[config.mk]
export PLATFORM = sky130hd
export DESIGN_NAME = printer_packet_framer
export DESIGN_NICKNAME = d
export VERILOG_FILES = /design/src/hdl/ppf_pkg.sv /design/src/hdl/ppf_framer.sv /design/src/hdl/ppf_burst.sv /design/src/hdl/printer_packet_framer.sv
export SDC_FILE = /design/constraint.sdc
export NUM_CORES = 1
export LEC_CHECK = 0
export ABC_AREA = 0
export BUFFER_PORTS_ARGS = -buffer_cell sky130_fd_sc_hd__clkbuf_2
export CAP_MARGIN = 15
export CORE_MARGIN = 2
export CORE_UTILIZATION = 58
export CTS_CLUSTER_DIAMETER = 40
export CTS_CLUSTER_SIZE = 28
export DETAILED_ROUTE_END_ITERATION = 7
export PLACE_DENSITY = 0.9
export SYNTH_ARGS = -nofsm -noshare
export SYNTH_HDL_FRONTEND = slang
export SYNTH_SLANG_ARGS = --single-unit
[constraint.sdc]
create_clock -name clk -period 3.8 [get_ports clk]
set_input_delay 0.38 -clock clk [delete_from_list [all_inputs] [get_ports clk]]
set_output_delay 0.38 -clock clk [all_outputs]
set_load 0.01 [all_outputs]
[src/hdl/ppf_pkg.sv]
// Package for the printer packet framer: payload structs, mode codes and
// protocol constants. Used by ppf_framer, ppf_burst and printer_packet_framer.
`timescale 1ns / 1ps
`default_nettype none

package ppf_pkg;

  // Item modes
  typedef enum logic [1:0] {
    MODE_START  = 2'd0,
    MODE_BODY   = 2'd1,
    MODE_FINISH = 2'd2,
    MODE_REPLY  = 2'd3
  } mode_t;

  // Protocol bytes
  localparam logic [7:0] SyncFirst  = 8'h88;
  localparam logic [7:0] SyncSecond = 8'h33;
  localparam logic [7:0] AckA       = 8'h80;
  localparam logic [7:0] AckB       = 8'h81;

  // Longest burst of results from one item, and counter width
  localparam int FrameMax = 6;
  localparam int CountW   = $clog2(FrameMax + 1);

  localparam logic [CountW-1:0] CountStart  = CountW'(6);
  localparam logic [CountW-1:0] CountBody   = CountW'(1);
  localparam logic [CountW-1:0] CountFinish = CountW'(4);
  localparam logic [CountW-1:0] CountReply  = CountW'(1);

  // Input transaction
  typedef struct packed {
    mode_t       mode;
    logic [7:0]  command;
    logic        compression;
    logic [15:0] body_length;
    logic [7:0]  data_byte;
    logic [7:0]  reply_byte;
  } item_t;

  // Result transaction
  typedef struct packed {
    logic [7:0] tx_byte;
    logic       last;
    logic       reply_valid;
    logic       ack_ok;
    logic [7:0] status_byte;
  } result_t;

  // Burst description handed from the framer to the burst stage
  typedef struct packed {
    logic [FrameMax-1:0][7:0] bytes;
    logic [CountW-1:0]        count;
    logic                     is_reply;
    logic                     ack_ok;
    logic [7:0]               status;
  } frame_t;

endpackage

`default_nettype wire

[src/hdl/ppf_framer.sv]
// Framer stage: turns one item into a burst description and keeps the
// running checksum. Depends on ppf_pkg.
`timescale 1ns / 1ps
`default_nettype none

module ppf_framer (
  input  wire logic           clk,
  input  wire logic           rst,
  input  wire ppf_pkg::item_t item,
  input  wire logic           load,
  output ppf_pkg::frame_t     frame
);

  logic [15:0] running_sum;
  logic [15:0] running_sum_next;
  logic [9:0]  header_sum;
  logic        ack_match;

  // Header checksum: command + compression + length low + length high
  assign header_sum = {2'b00, item.command} + {9'd0, item.compression}
                    + {2'b00, item.body_length[7:0]} + {2'b00, item.body_length[15:8]};

  assign ack_match = (item.reply_byte == ppf_pkg::AckA) ||
                     (item.reply_byte == ppf_pkg::AckB);

  // Burst contents and checksum update per mode
  always_comb begin
    frame            = '0;
    running_sum_next = running_sum;
    case (item.mode)
      ppf_pkg::MODE_START: begin
        frame.bytes[0]   = ppf_pkg::SyncFirst;
        frame.bytes[1]   = ppf_pkg::SyncSecond;
        frame.bytes[2]   = item.command;
        frame.bytes[3]   = {7'd0, item.compression};
        frame.bytes[4]   = item.body_length[7:0];
        frame.bytes[5]   = item.body_length[15:8];
        frame.count      = ppf_pkg::CountStart;
        running_sum_next = {6'd0, header_sum};
      end
      ppf_pkg::MODE_BODY: begin
        frame.bytes[0]   = item.data_byte;
        frame.count      = ppf_pkg::CountBody;
        running_sum_next = running_sum + {8'd0, item.data_byte};
      end
      ppf_pkg::MODE_FINISH: begin
        // checksum low, high, then two idle slots for ack and status
        frame.bytes[0] = running_sum[7:0];
        frame.bytes[1] = running_sum[15:8];
        frame.count    = ppf_pkg::CountFinish;
      end
      ppf_pkg::MODE_REPLY: begin
        frame.count    = ppf_pkg::CountReply;
        frame.is_reply = 1'b1;
        frame.ack_ok   = ack_match;
        frame.status   = item.reply_byte;
      end
      default: begin
        frame = '0;
      end
    endcase
  end

  // Checksum register, updated on each accepted transaction
  always_ff @(posedge clk) begin
    if (rst) begin
      running_sum <= '0;
    end else if (load) begin
      running_sum <= running_sum_next;
    end
  end

endmodule

`default_nettype wire

[src/hdl/ppf_burst.sv]
// Burst stage: holds one item's results in a shift register and moves them
// one per cycle, while the output register is free, into the output register. Depends on ppf_pkg.
`timescale 1ns / 1ps
`default_nettype none

module ppf_burst (
  input  wire logic            clk,
  input  wire logic            rst,
  input  wire ppf_pkg::frame_t frame,
  input  wire logic            load,
  output logic                 busy_stall,
  output logic                 result_valid,
  input  wire logic            result_stall,
  output ppf_pkg::result_t     result
);

  logic                                 busy;
  logic [ppf_pkg::CountW-1:0]           remaining;
  logic [ppf_pkg::FrameMax-1:0][7:0]    bytes;
  logic                                 is_reply;
  logic                                 ack_ok;
  logic [7:0]                           status;
  logic                                 advance;
  logic                                 final_one;
  ppf_pkg::result_t                     result_next;

  // Move the head of the burst whenever the output register is free
  assign advance    = busy && (!result_valid || !result_stall);
  assign final_one  = (remaining == ppf_pkg::CountW'(1));
  assign busy_stall = busy && !(advance && final_one);

  // Result built from the head of the burst
  always_comb begin
    result_next             = '0;
    result_next.last        = final_one;
    result_next.reply_valid = is_reply;
    if (is_reply) begin
      result_next.ack_ok      = ack_ok;
      result_next.status_byte = status;
    end else begin
      result_next.tx_byte = bytes[0];
    end
  end

  // Control: burst occupancy and output valid
  always_ff @(posedge clk) begin
    if (rst) begin
      busy         <= 1'b0;
      remaining    <= '0;
      result_valid <= 1'b0;
    end else begin
      if (load) begin
        busy      <= 1'b1;
        remaining <= frame.count;
      end else if (advance) begin
        remaining <= remaining - ppf_pkg::CountW'(1);
        if (final_one) begin
          busy <= 1'b0;
        end
      end
      if (advance) begin
        result_valid <= 1'b1;
      end else if (!result_stall) begin
        result_valid <= 1'b0;
      end
    end
  end

  // Payload: burst shift register and output register
  always_ff @(posedge clk) begin
    if (load) begin
      bytes    <= frame.bytes;
      is_reply <= frame.is_reply;
      ack_ok   <= frame.ack_ok;
      status   <= frame.status;
    end else if (advance) begin
      bytes <= bytes >> 8;
    end
    if (advance) begin
      result <= result_next;
    end
  end

`ifndef SYNTHESIS
  a_remaining_range: assert property (@(posedge clk) disable iff (rst)
    busy |-> (remaining != '0) && (remaining <= ppf_pkg::CountW'(ppf_pkg::FrameMax)))
    else $error("burst count out of range");

  a_load_when_free: assert property (@(posedge clk) disable iff (rst)
    load |-> (!busy || (advance && final_one)))
    else $error("new burst loaded over a pending one");

  a_reply_no_tx: assert property (@(posedge clk) disable iff (rst)
    (result_valid && result.reply_valid) |-> (result.tx_byte == 8'd0) && result.last)
    else $error("reply result carries a transmit byte");

  a_idle_after_last: assert property (@(posedge clk) disable iff (rst)
    (advance && final_one && !load) |=> !busy)
    else $error("burst stage still busy after last result");
`endif

endmodule

`default_nettype wire

[src/hdl/printer_packet_framer.sv]
// Top level of the printer packet framer: ppf_framer feeding ppf_burst.
// Depends on ppf_pkg, ppf_framer and ppf_burst.
//
// Usage:
//   item channel   : item_valid / item_stall / item (ppf_pkg::item_t). A
//                    transaction is taken on a clock edge with item_valid high
//                    and item_stall low.
//   result channel : result_valid / result_stall / result (ppf_pkg::result_t).
//                    A start item yields 6 results, finish 4, body and reply 1;
//                    the final result of each item has last set.
//   Path           : an item taken goes into the burst shift register, and its
//                    first result then moves to the output register once free.
//   Throughput     : one result per cycle when the output register is free,
//                    set by the single burst shift register; an item holds it
//                    until all its results have left, and the next item is
//                    taken in the cycle the last result before it leaves.
//   Stall          : on a stalled valid result the output register holds, the
//                    burst stops, and item_stall rises once a burst is pending.
//   Reset          : rst (synchronous) empties both stages and clears the
//                    running checksum to zero.
`timescale 1ns / 1ps
`default_nettype none

module printer_packet_framer (
  input  wire logic             clk,
  input  wire logic             rst,
  input  wire logic             item_valid,
  output logic                  item_stall,
  input  wire ppf_pkg::item_t   item,
  output logic                  result_valid,
  input  wire logic             result_stall,
  output ppf_pkg::result_t      result
);

  logic            accept;
  ppf_pkg::frame_t frame;

  assign accept = item_valid && !item_stall;

  ppf_framer u_framer (
    .clk   (clk),
    .rst   (rst),
    .item  (item),
    .load  (accept),
    .frame (frame)
  );

  ppf_burst u_burst (
    .clk          (clk),
    .rst          (rst),
    .frame        (frame),
    .load         (accept),
    .busy_stall   (item_stall),
    .result_valid (result_valid),
    .result_stall (result_stall),
    .result       (result)
  );

endmodule

`default_nettype wire
==> results.txt <==
The flow ran to the end, and the final reports show no timing, DRC or antenna violations. For this block, the initial DRC count from the detailed router was 279. For this run, the number of standard cells in the final layout without fillers is 670. Count of TritonRoute iterations in the first routing pass: 5.

Headroom to the max-slew limit: 32.4%. The critical path goes through clkbuf_2, ha_1, ha_1, inv_1, fa_1, inv_1, ha_1, fa_1, a211oi_1, o21ai_0, and3_1, o211ai_1, o2111a_1. The mapped netlist covers 0.00524 sq mm. The utilization after layout is 67.1%, and the number of synthesized flops with an enable pin is 77.

Among all flip-flop cells after synthesis, the most frequent one is edfxtp_1. The setup-violating endpoint count in the final report is 0, and the fraction of registers with async set/reset is 0%. Power spread over the standard cell area amounts to 428 mW/mm^2.

The buffering stage count on the worst path with inverters included is 3. Portion of the clock cycle consumed by the worst path in the final layout: 78.0%. Global placer's final weighted congestion: 1.00.

Dividing the detail-routed wire length by the instance count gives 16.4 um. The run gives 8190 um as the total half-perimeter wirelength after legalization and detailed placement. The library cell used most frequently in the layout, excluding fill and tap cells, is edfxtp_1.

Using the TritonRoute via totals, the vias-per-cell ratio works out to 5.97. The count of synthesis-stage warnings from yosys is 0. For the pin with the worst max-slew slack, the measured transition is 1.01 ns.

Max-cap violations in this run came to 0. For the required arrival time at the worst endpoint, the log shows 4.10 ns. The total number of clock tree sinks was 98; the wire length of the first global-routing pass was 17,700 um. The worst setup path is captured at a flop. The kind of cell with the highest combined delay along the critical path is adder cells. The critical path is of the input port to flop type.

Port buffering added 67 buffers. TritonCTS built the clock tree. The clock transition time at the flip-flop clock pins of the worst setup and hold paths works out to 0.09 ns. The die is 99.0 um tall. The number of hold violations in the final report is 0.

Highest ir drop seen on vdd: 0.261 mV. The mean post-synth cell area came out at 10.5 sq um. Clock latency on the worst-skew pair, taken at its later pin, is 0.37 ns. The die is 99.0 um wide. The number of placement rows was 34. The cell type of the slowest stage on the worst timing path was fa_1.

The H-tree was split into 3 levels. The worst clock skew was 0.0185 ns. The tools report the count of hold-fix buffers inserted at cts as 0. The kind of path behind the tightest hold check is input port to flop. The run gives 0 as the number of nets with antenna violations after routing. After detailed placement, the design holds a cell count of 654.

The cell count after synthesis came out at 498. The number of global-route vias before repair was 3,803. Of all nets on the critical path, the largest fanout is 3. The floorplan step defined a core boundary enclosing 0.00872 sq mm. Counting the fill cells in the layout gives 668.

Based on the critical path, the design can be clocked at up to 337 MHz. STA classifies the critical path startpoint as an input port. The final layout contains 634 nets.

In this run the static leakage power is 2.40 nW. The share of the Yosys chip area taken by registers is 52.2%. After clock tree synthesis, the setup repair step added 0 buffers. For the number of buffers on the longest clock path, the log shows 2.

The tree is rooted in a clkbuf_8. Setup repair after global routing left no endpoint under its margin. The number of I/O pins was 68. Effective utilization at floorplan: 60.1%. The run gives 4,000 as the total via count after detailed routing. The critical path's most frequent cell is ha_1.

In this run, CTS created clock tree buffers numbering 9. After detailed routing, the number of remaining DRC violations is 0. The run gives 0 as the number of cells upsized or downsized after cts. Compared with the post-synthesis result, the final layout area differs by 11.7%. The total inserted antenna cells came out at 0. Final sum of negative setup slack: 0 ns. For the number of antenna violations at the first check in global routing, the log shows 0. In the global route stage, overall resource usage came out at 22.9%.

The logs give 0.00981 sq mm for the floorplan die area and 50 for the post-synthesis cell type count. In this run, synthesis produced a sequential element count of 98. Final wirelength: 11,000 um.

The post-layout minimum cycle time is 2.96 ns, and the arrival time at the worst endpoint is 3.26 ns. The run gives 1.14 ns as the flop-to-flop setup slack. The net count after synthesis came out at 575. The fraction of final layout cells with drive strength greater than 1 is 17.4%, and the delay of the slowest cell on the worst path is 0.48 ns. The total overflow left after global routing is 0. In the layout the commonest cells are edfxtp_1, clkbuf_2, inv_1, o21ai_0, nand2_1. The logs give 58 for the maximum number of pins on one net before global-route repair and 0 for the number of slew-limit violations in the final report.
-- metrics by stage --
step                      area [sq um]  worst slack (ns)  hold slack, ns  total power (W)
after floorplan                   5240             0.786           0.437          0.00168
after CTS                         5850             0.835           0.280          0.00251
after global placement            5650             0.568           0.454          0.00181
after global routing              5850             0.607           0.312          0.00262
final                             5850             0.837           0.284          0.00251
after detailed placement          5650             0.478           0.467          0.00184
-- cell families (layout without fill, tap and decap cells) --
kind of cell               after synthesis  in the layout  synth area share (%)
and+or+nand+nor                        161            161                  15.8
AOI/OAI and AO/OA                      122            122                  15.1
buffers and inverters                   70            134                  5.28
DFF                                     98             98                  52.2
adders and majority gates               30             30                  8.60
xor gates and xnor gates                10             10                  1.67
muxes                                    7              7                  1.39
-- power by group --
group	internal (W)	switching [W]	total (W)
Combinational	0.000198	0.000299	0.000497
Sequential	0.00129	0.0000355	0.00132
Clock	0.000325	0.000363	0.000687
Total	0.00181	0.000697	0.00251
-- worst paths after layout --
path / start / to / cells after the start
setup / recovery: item[32] / u_framer.running_sum[7]$_SDFFE_PP0P_ / 13
hold / removal: item_valid / u_burst.busy$_SDFFE_PP0P_ / 3
setup reg to reg: u_framer.running_sum[0]$_SDFFE_PP0P_ / u_framer.running_sum[12]$_SDFFE_PP0P_ / 8
hold reg to reg: u_framer.running_sum[15]$_SDFFE_PP0P_ / u_framer.running_sum[15]$_SDFFE_PP0P_ / 2
-- area by class of cell --
| cell class | count | area (sq um) | area share [%] |
|---|---|---|---|
| sequential | 98 | 2730 | 46.7 |
| multi-input combinational | 330 | 2230 | 38.1 |
| timing repair buffer | 72 | 373 | 6.37 |
| inverter | 46 | 178 | 3.04 |
| clock buffer | 11 | 141 | 2.42 |
| tap | 108 | 135 | 2.31 |
| clock inverter | 5 | 61.3 | 1.05 |
-- synth_stat cells, types with 2 or more instances --
library cell / count / area share, %
edfxtp_1: 77 / 44
inv_1: 45 / 3.2
o21ai_0: 42 / 4.0
nand2_1: 41 / 2.9
nor2_1: 30 / 2.1
dfxtp_1: 21 / 8.0
clkbuf_1: 20 / 1.4
ha_1: 20 / 4.8
and2_1: 19 / 2.3
a21oi_1: 18 / 1.7
a22o_1: 17 / 2.8
and3_1: 13 / 1.6
nor2b_1: 13 / 1.6
a211oi_1: 12 / 1.7
nor3_1: 11 / 1.1
fa_1: 10 / 3.8
a22oi_1: 6 / 0.86
nand3_1: 6 / 0.57
xor2_1: 6 / 1.0
mux2i_1: 5 / 0.96
nand2b_1: 5 / 0.60
nand4_1: 5 / 0.60
o211ai_1: 4 / 0.57
o22ai_1: 4 / 0.48
o31ai_1: 4 / 0.57
or4_1: 4 / 0.57
xnor2_1: 4 / 0.67
a21o_1: 3 / 0.43
a311oi_1: 3 / 0.50
nor4_1: 3 / 0.36
or2_2: 3 / 0.36
or3_1: 3 / 0.36
buf_1: 2 / 0.14
mux2_2: 2 / 0.43
o21bai_1: 2 / 0.29
-- routing by layer --
layer,vias to the layer above,track usage [%],wire length [um]
met2,161,40.9,5680
met1,1909,27.1,4250
met5,-,0,0
met3,28,3.69,733
met4,0,10.2,340
li1,1902,-,-
-- worst min-delay path, stage by stage --
cell,delay [ns]
clkbuf_2,0.12
nor2_1,0.05
nor2_1,0.07
-- sequential cells by signal (all words and copies together) (netlist names) --
register,count
u_burst.status,8
u_framer.running_sum,16
u_burst.ack_ok,1
u_burst.remaining,3
u_burst.busy,1
u_burst.result,19
u_burst.is_reply,1
u_burst.bytes,48
u_burst.result_valid,1
No activity file was read; power rests on OpenSTA's default activity.
